**src/hw/rtl/pgth_pkg.sv**
```systemverilog
// shared types and constants for the procedural grid texture hit block
package pgth_pkg;

    localparam int COORD_WIDTH_DEF     = 32;
    localparam int COORD_FRAC_BITS_DEF = 16;
    localparam int REG_WIDTH           = 48;
    localparam int CFG_INDEX_WIDTH     = 3;
    localparam int DOT_FRAC_BITS       = 24;
    localparam int QUOT_WIDTH          = DOT_FRAC_BITS + 1;
    localparam int SQ_WIDTH            = 2 * QUOT_WIDTH;
    localparam int SUM_WIDTH           = SQ_WIDTH + 2;

    localparam logic [CFG_INDEX_WIDTH-1:0] IDX_GRID_MODE = 3'd0;
    localparam logic [CFG_INDEX_WIDTH-1:0] IDX_AXIS_X    = 3'd1;
    localparam logic [CFG_INDEX_WIDTH-1:0] IDX_AXIS_Y    = 3'd2;
    localparam logic [CFG_INDEX_WIDTH-1:0] IDX_AXIS_Z    = 3'd3;

    typedef enum logic [1:0] {
        MODE_PLANE = 2'd0,
        MODE_LINE  = 2'd1,
        MODE_CUBE  = 2'd2,
        MODE_DOT   = 2'd3
    } grid_mode_t;

    typedef struct packed {
        logic                hit;
        logic [SQ_WIDTH-1:0] sq;
    } lane_res_t;

endpackage

```
**src/hw/rtl/pgth_merge.sv**
```systemverilog
// merges the three lane results according to the grid mode
module pgth_merge (
    input  logic                  clk,
    input  logic                  en,
    input  pgth_pkg::grid_mode_t  mode,
    input  pgth_pkg::lane_res_t   lx,
    input  pgth_pkg::lane_res_t   ly,
    input  pgth_pkg::lane_res_t   lz,
    output logic                  on_grid
);

    logic [pgth_pkg::SUM_WIDTH-1:0] sum_reg;
    logic [2:0]                     h_reg;
    logic                           on_grid_reg;
    logic                           inside_c;

    always_ff @(posedge clk)
    begin
        if (en)
        begin
            sum_reg <= pgth_pkg::SUM_WIDTH'(lx.sq) + pgth_pkg::SUM_WIDTH'(ly.sq)
                     + pgth_pkg::SUM_WIDTH'(lz.sq);
            h_reg   <= {lz.hit, ly.hit, lx.hit};
        end
    end

    assign inside_c = (sum_reg <= (pgth_pkg::SUM_WIDTH'(1) << (2 * pgth_pkg::DOT_FRAC_BITS)));

    always_ff @(posedge clk)
    begin
        if (en)
        begin
            case (mode)
                pgth_pkg::MODE_PLANE: on_grid_reg <= |h_reg;
                pgth_pkg::MODE_LINE:  on_grid_reg <= (h_reg[0] & h_reg[1])
                                                   | ((h_reg[0] | h_reg[1]) & h_reg[2]);
                pgth_pkg::MODE_CUBE:  on_grid_reg <= &h_reg;
                pgth_pkg::MODE_DOT:   on_grid_reg <= (&h_reg) & inside_c;
                default:              on_grid_reg <= 1'b0;
            endcase
        end
    end

    assign on_grid = on_grid_reg;

endmodule

```
**config.mk**
```make
export PLATFORM = sky130hd
export DESIGN_NAME = pgth_merge
export DESIGN_NICKNAME = d
export VERILOG_FILES = /design/src/hw/rtl/pgth_pkg.sv /design/src/hw/rtl/pgth_merge.sv
export SDC_FILE = /design/constraint.sdc
export NUM_CORES = 1
export LEC_CHECK = 0
export ABC_AREA = 1
export BUFFER_PORTS_ARGS = -buffer_cell sky130_fd_sc_hd__buf_2
export CAP_MARGIN = 20
export CORE_ASPECT_RATIO = 0.75
export CORE_UTILIZATION = 55
export CTS_CLUSTER_SIZE = 14
export DETAILED_ROUTE_END_ITERATION = 8
export GPL_TIMING_DRIVEN = 0
export PLACE_DENSITY = 0.91
export SLEW_MARGIN = 0
export SYNTH_ARGS = -nofsm -noshare
export SYNTH_HDL_FRONTEND = slang
export SYNTH_SLANG_ARGS = --single-unit
export TNS_END_PERCENT = 1
```
**constraint.sdc**
```tcl
create_clock -name clk -period 2.8 [get_ports clk]
set_input_delay 0.28 -clock clk [delete_from_list [all_inputs] [get_ports clk]]
set_output_delay 0.28 -clock clk [all_outputs]
set_load 0.05 [all_outputs]
```
== Word-level counts from Yosys, hierarchy flattened ==
Cells that the tools add are included.

* Add/sub/neg operators: 2
* $lt $le $gt $ge: 1
* Equal/unequal tests: 3
* Muxes and demuxes: 1
* Bitwise gates (word level): 5
* Reduce and logical (&&, ||, !) cells: 3

{| class="wikitable"
|+ Operators by type and width
! operator !! count
|-
| adder 51 x 50 -> 52 bit || 1
|-
| less-or-equal comparator 52 x 49 -> 1 bit, second input constant || 1
|-
| adder 50 x 50 -> 51 bit || 1
|-
| == test 2 bit, second input constant || 2
|-
| one-hot mux 1 bit (4 select lines) || 1
|-
| bitwise AND 1 bit || 3
|-
| AND reduction 3 bit || 1
|-
| OR reduction 3 bit || 1
|-
| == test 2 x 1 -> 1 bit, second input constant || 1
|-
| zero test 2 bit || 1
|-
| bitwise OR 1 bit || 2
|}

* Register bits: 56
* Input bits: 157
* Output and inout port bits: 1
* Logic and storage cells: 18

== Longest topological paths before layout ==
* Depth after elaboration: 4
* Depth in mapped cells: 17
* Depth with buffers taken out: 17

== Worst setup path before layout ==
OpenSTA, ideal clock, no wires.

* Path kind: input-to-reg
* Start point: input port lx[1] (netlist name)
* End point: register sum_reg[35] (netlist name), data pin
* Setup time: 0.252 ns
* Data arrival time: 2.097 ns
* Data required time: 2.548 ns
* Path slack: 0.451 ns
* Cell stages on the path: 14
* Path buffers: 0
* Cell sequence: fa_1 > ha_1 > inv_1 > fa_1 > inv_1 > nand2_1 > nand3_2 > nand2_1 > nand2_2 > nand2_1 > nand2_1 > nand2_1 > nand3_1 > nand2_1

* Cells in the longest elaborated chain, start to end: 2

{| class="wikitable"
|+ RTL lines
! item !! line !! RTL
|-
| start, declared || pgth_merge.sv:6 || <nowiki>input pgth_pkg::lane_res_t lx,</nowiki>
|-
| adder 50 x 50 -> 51 bit || pgth_merge.sv:21 || <nowiki>sum_reg <= pgth_pkg::SUM_WIDTH'(lx.sq) + pgth_pkg::SUM_WIDTH'(ly.sq)</nowiki>
|-
| adder 51 x 50 -> 52 bit || pgth_merge.sv:22 || <nowiki>+ pgth_pkg::SUM_WIDTH'(lz.sq);</nowiki>
|-
| end signal, assigned || pgth_merge.sv:21 ||
|-
| end, declared || pgth_merge.sv:12 || <nowiki>logic [pgth_pkg::SUM_WIDTH-1:0] sum_reg;</nowiki>
|}

No other way between the ends.
A chain may end at the register's enable or synchronous reset.

== Worst setup path in the final report ==
* Start point: input port lx[1] (netlist name)
* End point: register sum_reg[31] (netlist name), data pin

The elaborated chain is that of the path after synthesis.

==> results.sh <==
export IMPL_layout_cells_most_common_list="376 x sky130_fd_sc_hd__nand2_1, 211 x sky130_fd_sc_hd__inv_1, 157 x sky130_fd_sc_hd__buf_2"
export IMPL_power_mw=4.396
export IMPL_clock_tree_root_cell="sky130_fd_sc_hd__clkbuf_16"
export IMPL_postSynth_asyncResetShare=0
export IMPL_detailed_place_hpwl_microns=17800
export IMPL_tns_ps=0
export IMPL_htreeDepth=2
export IMPL_whs_path_depth=1
export IMPL_hold_path_startpoint="lx[50]"
export IMPL_final_common_cell="sky130_fd_sc_hd__nand2_1"
export IMPL_power_density_cell_area_nw_per_um2=529.4
export IMPL_worst_clock_skew_ps=2.617
export IMPL_critPathBufInv=3
export IMPL_numPortBuffers=157
export IMPL_cts_hold_buf=0
export IMPL_final_max_slew_viol_count=0
export IMPL_leakagePower_nw=4.534
export IMPL_fin_nets=1456
export IMPL_timing_critical_path_cells="buf_2 -> fa_1 -> ha_1 -> inv_1 -> fa_1 -> inv_1 -> nand2_1 -> nand3_2 -> nand3_1 -> nand2_1 -> nand2_1 -> nand2_1 -> xor2_1"
export IMPL_reg2reg_to="on_grid"
export IMPL_route_detailed_drc=0
export IMPL_largest_reg_flops=52
export IMPL_wl_met3_microns=1840
export IMPL_switching_share=0.4526
export IMPL_synth_net_count=1291
export IMPL_dr_total_vias=7028
export IMPL_synth_warning_count=0
export IMPL_drt_iter0_markers=507
export IMPL_area_delta_synth_final_pct=16.14
export IMPL_number_of_enable_type_register_cells_in_the_synthesized_netlist=56
export IMPL_design_die_area_sq_um=13460
export IMPL_beginning_of_the_worst_register_to_register_path="sum_reg[14]"
export IMPL_antennaDiodeCount=0
export IMPL_ir_drop_mv=0.4202
export IMPL_top_level_ports=158
export IMPL_highest_clock_rate_ghz=0.3674
export IMPL_fin_cells=1366
export IMPL_avgSynthCellArea_sq_um=6.914
export IMPL_fillerInstances=1145
export IMPL_p_int_mw=2.406
export IMPL_max_slew_margin_rel=0.6502
export IMPL_number_of_antenna_violations_at_the_first_check_in_global_routing=0
export IMPL_placement_rows=35
export IMPL_critical_path_endpoint_type="flop"
export IMPL_worstMarginPinSlew_ps=524.7
export IMPL_place_area_sq_um=8143
export IMPL_place_congestion=0.9338
export IMPL_cts_buffers=5
export IMPL_rrSetupSlack_ps=1440
export IMPL_met2WireLength_microns=8414
export IMPL_wire_per_inst_microns=14.57
export IMPL_grt_start_max_net_pins=57
export IMPL_synth_ff_type="sky130_fd_sc_hd__edfxtp_1"
export IMPL_m1WireLength_microns=9430
export IMPL_finalSetupViolCount=0
export IMPL_hold_end="h_reg[0]"
export IMPL_critical_path_required_ps=2850
export IMPL_finalCriticalPeriod_ps=2722
export IMPL_ys_seq_area_frac=0.2352
export IMPL_ctsResizeCount=0
export IMPL_cell_seen_most_often_among_critical_path_stages="sky130_fd_sc_hd__nand2_1"
export IMPL_cts_sinks=56
export IMPL_core_sq_um=12480
export IMPL_start_util=0.5728
export IMPL_cpLargestDelayFamily="adder cells"
export IMPL_p_switching_mw=1.989
export IMPL_period_utilisation_layout=0.9720
export IMPL_status="finished clean"
export IMPL_synthesis_area_sq_um=7149
export IMPL_worst_path_stages=13
export IMPL_holdCritPathClass="primary input to flop"
export IMPL_worstSkewPairLatency_ps=290
export IMPL_post_cts_repair_setup_buffers=0
export IMPL_chipWidth_microns=133.7
export IMPL_maxUsedRoutingLayer="met4"
export IMPL_unrepaired_setup_endpoints_after_global_routing="no"
export IMPL_grt_overflow_total=0
export IMPL_p_seq_frac=0.298
export IMPL_grt_pass1_wl_microns=30940
export IMPL_power_clock_fraction=0.134
export IMPL_crit_type="primary input to flop"
export IMPL_vias_per_cell=5.145
export IMPL_dieHeight_microns=100.7
export IMPL_layout_cell_area_non_filler_sq_um=8303
export IMPL_comb_power_share=0.568
export IMPL_cp_slowest_stage_delay_ps=540
export IMPL_syn_instance_count=1034
export IMPL_netlist_cell_type_count=29
export IMPL_clock_transition_at_the_register_clock_pins_on_the_worst_setup_and_hold_paths_after_cts_ps=70
export IMPL_post_route_cells_drive_above_1_share=0.1675
export IMPL_globalRouteTotalUtil=0.3027
export IMPL_critPathMaxFanout=4
export IMPL_tritoncts="yes"
export IMPL_finalHoldViolations=0
export IMPL_final_antenna_net_count=0
export IMPL_cp_start_kind="primary input"
export IMPL_worst_path_max_delay_cell="sky130_fd_sc_hd__fa_1"
export IMPL_ys_seq_elements=56
export IMPL_first_pass_iters=5
export IMPL_routed_wirelength_microns=19910
export IMPL_grt_pass1_vias=6348
export IMPL_placed_cells_incl_taps=1357
export IMPL_cp_arrival_ps=2780
export IMPL_drv_max_cap_violation_count=0
export IMPL_timing_reg2reg_worst_path_depth=7
export IMPL_cts_buffer_depth=2
## area by class of cell
cell class / instances / area, sq um / area share
tap: 166 / 207.7 / 0.02502
sequential: 56 / 1682 / 0.2025
inverter: 213 / 799.5 / 0.09629
clock inverter: 2 / 11.26 / 0.001356
timing repair buffer: 158 / 805.8 / 0.09705
clock buffer: 6 / 128.9 / 0.01552
multi-input combinational: 765 / 4668 / 0.5622
## per-layer routing
metal	GRT usage	vias up
li1	-	3529
met1	0.4523	3189
met2	0.4667	295
met3	0.03972	15
met4	0.06818	0
met5	0	-
## per-stage QoR
stage | util | worst slack [ps] | hold WS, ps
after floorplan | - | 450.6 | 378.9
after global placement | 0.6524 | -83.95 | 462.2
after detailed placement | 0.6524 | -120.8 | 460.3
after CTS | 0.6637 | 165.1 | 159.7
after global routing | 0.6653 | 24.37 | 165.6
final | 0.6653 | 78.35 | 165.7
## kinds of logic (layout without fill, tap and decap cells)
kind of cell | count (synthesis) | in the layout | share of synthesized area
xor+xnor | 29 | 29 | 0.03553
flops | 56 | 56 | 0.2352
fa+ha+maj | 100 | 100 | 0.2286
buf+inv | 213 | 379 | 0.1118
compound gates | 59 | 59 | 0.04463
simple gates | 577 | 577 | 0.3442
## how the worst max path moves through the flow
| stage | endpoint | startpoint |
|---|---|---|
| after global routing | sum_reg[33] | lx[1] |
| after CTS | sum_reg[31] | lx[1] |
| after floorplan | sum_reg[35] | lx[1] |
| after global placement | sum_reg[33] | lx[1] |
| final | sum_reg[31] | lx[1] |
| after detailed placement | sum_reg[31] | lx[1] |
## power groups by stage
| stage | clock [mW] | sequential (mW) | combinational (mW) |
|---|---|---|---|
| 2_1_floorplan | 0 | 1.31 | 1.61 |
| 3_3_place_gp | 0 | 1.31 | 2.37 |
| 3_5_place_dp | 0 | 1.33 | 2.41 |
| 4_1_cts | 0.599 | 1.31 | 2.43 |
| 5_1_grt | 0.627 | 1.33 | 2.76 |
| 6_report | 0.591 | 1.31 | 2.50 |
## synthesized netlist by cell type (11+ instances only)
library cell / instances / area [sq um]
sky130_fd_sc_hd__nor2_1: 79 / 296.5
sky130_fd_sc_hd__o21ai_0: 11 / 55.05
sky130_fd_sc_hd__edfxtp_1: 56 / 1682
sky130_fd_sc_hd__fa_1: 51 / 1021
sky130_fd_sc_hd__nand4_1: 15 / 93.84
sky130_fd_sc_hd__nand3_1: 41 / 205.2
sky130_fd_sc_hd__xor2_1: 27 / 236.5
sky130_fd_sc_hd__nor2_2: 12 / 75.07
sky130_fd_sc_hd__a21oi_1: 37 / 185.2
sky130_fd_sc_hd__ha_1: 49 / 613.1
sky130_fd_sc_hd__nand2_1: 376 / 1411
sky130_fd_sc_hd__nor4_1: 11 / 68.82
sky130_fd_sc_hd__nand2_2: 12 / 75.07
sky130_fd_sc_hd__inv_1: 211 / 792.0
Power figures use the tool's default switching activity.
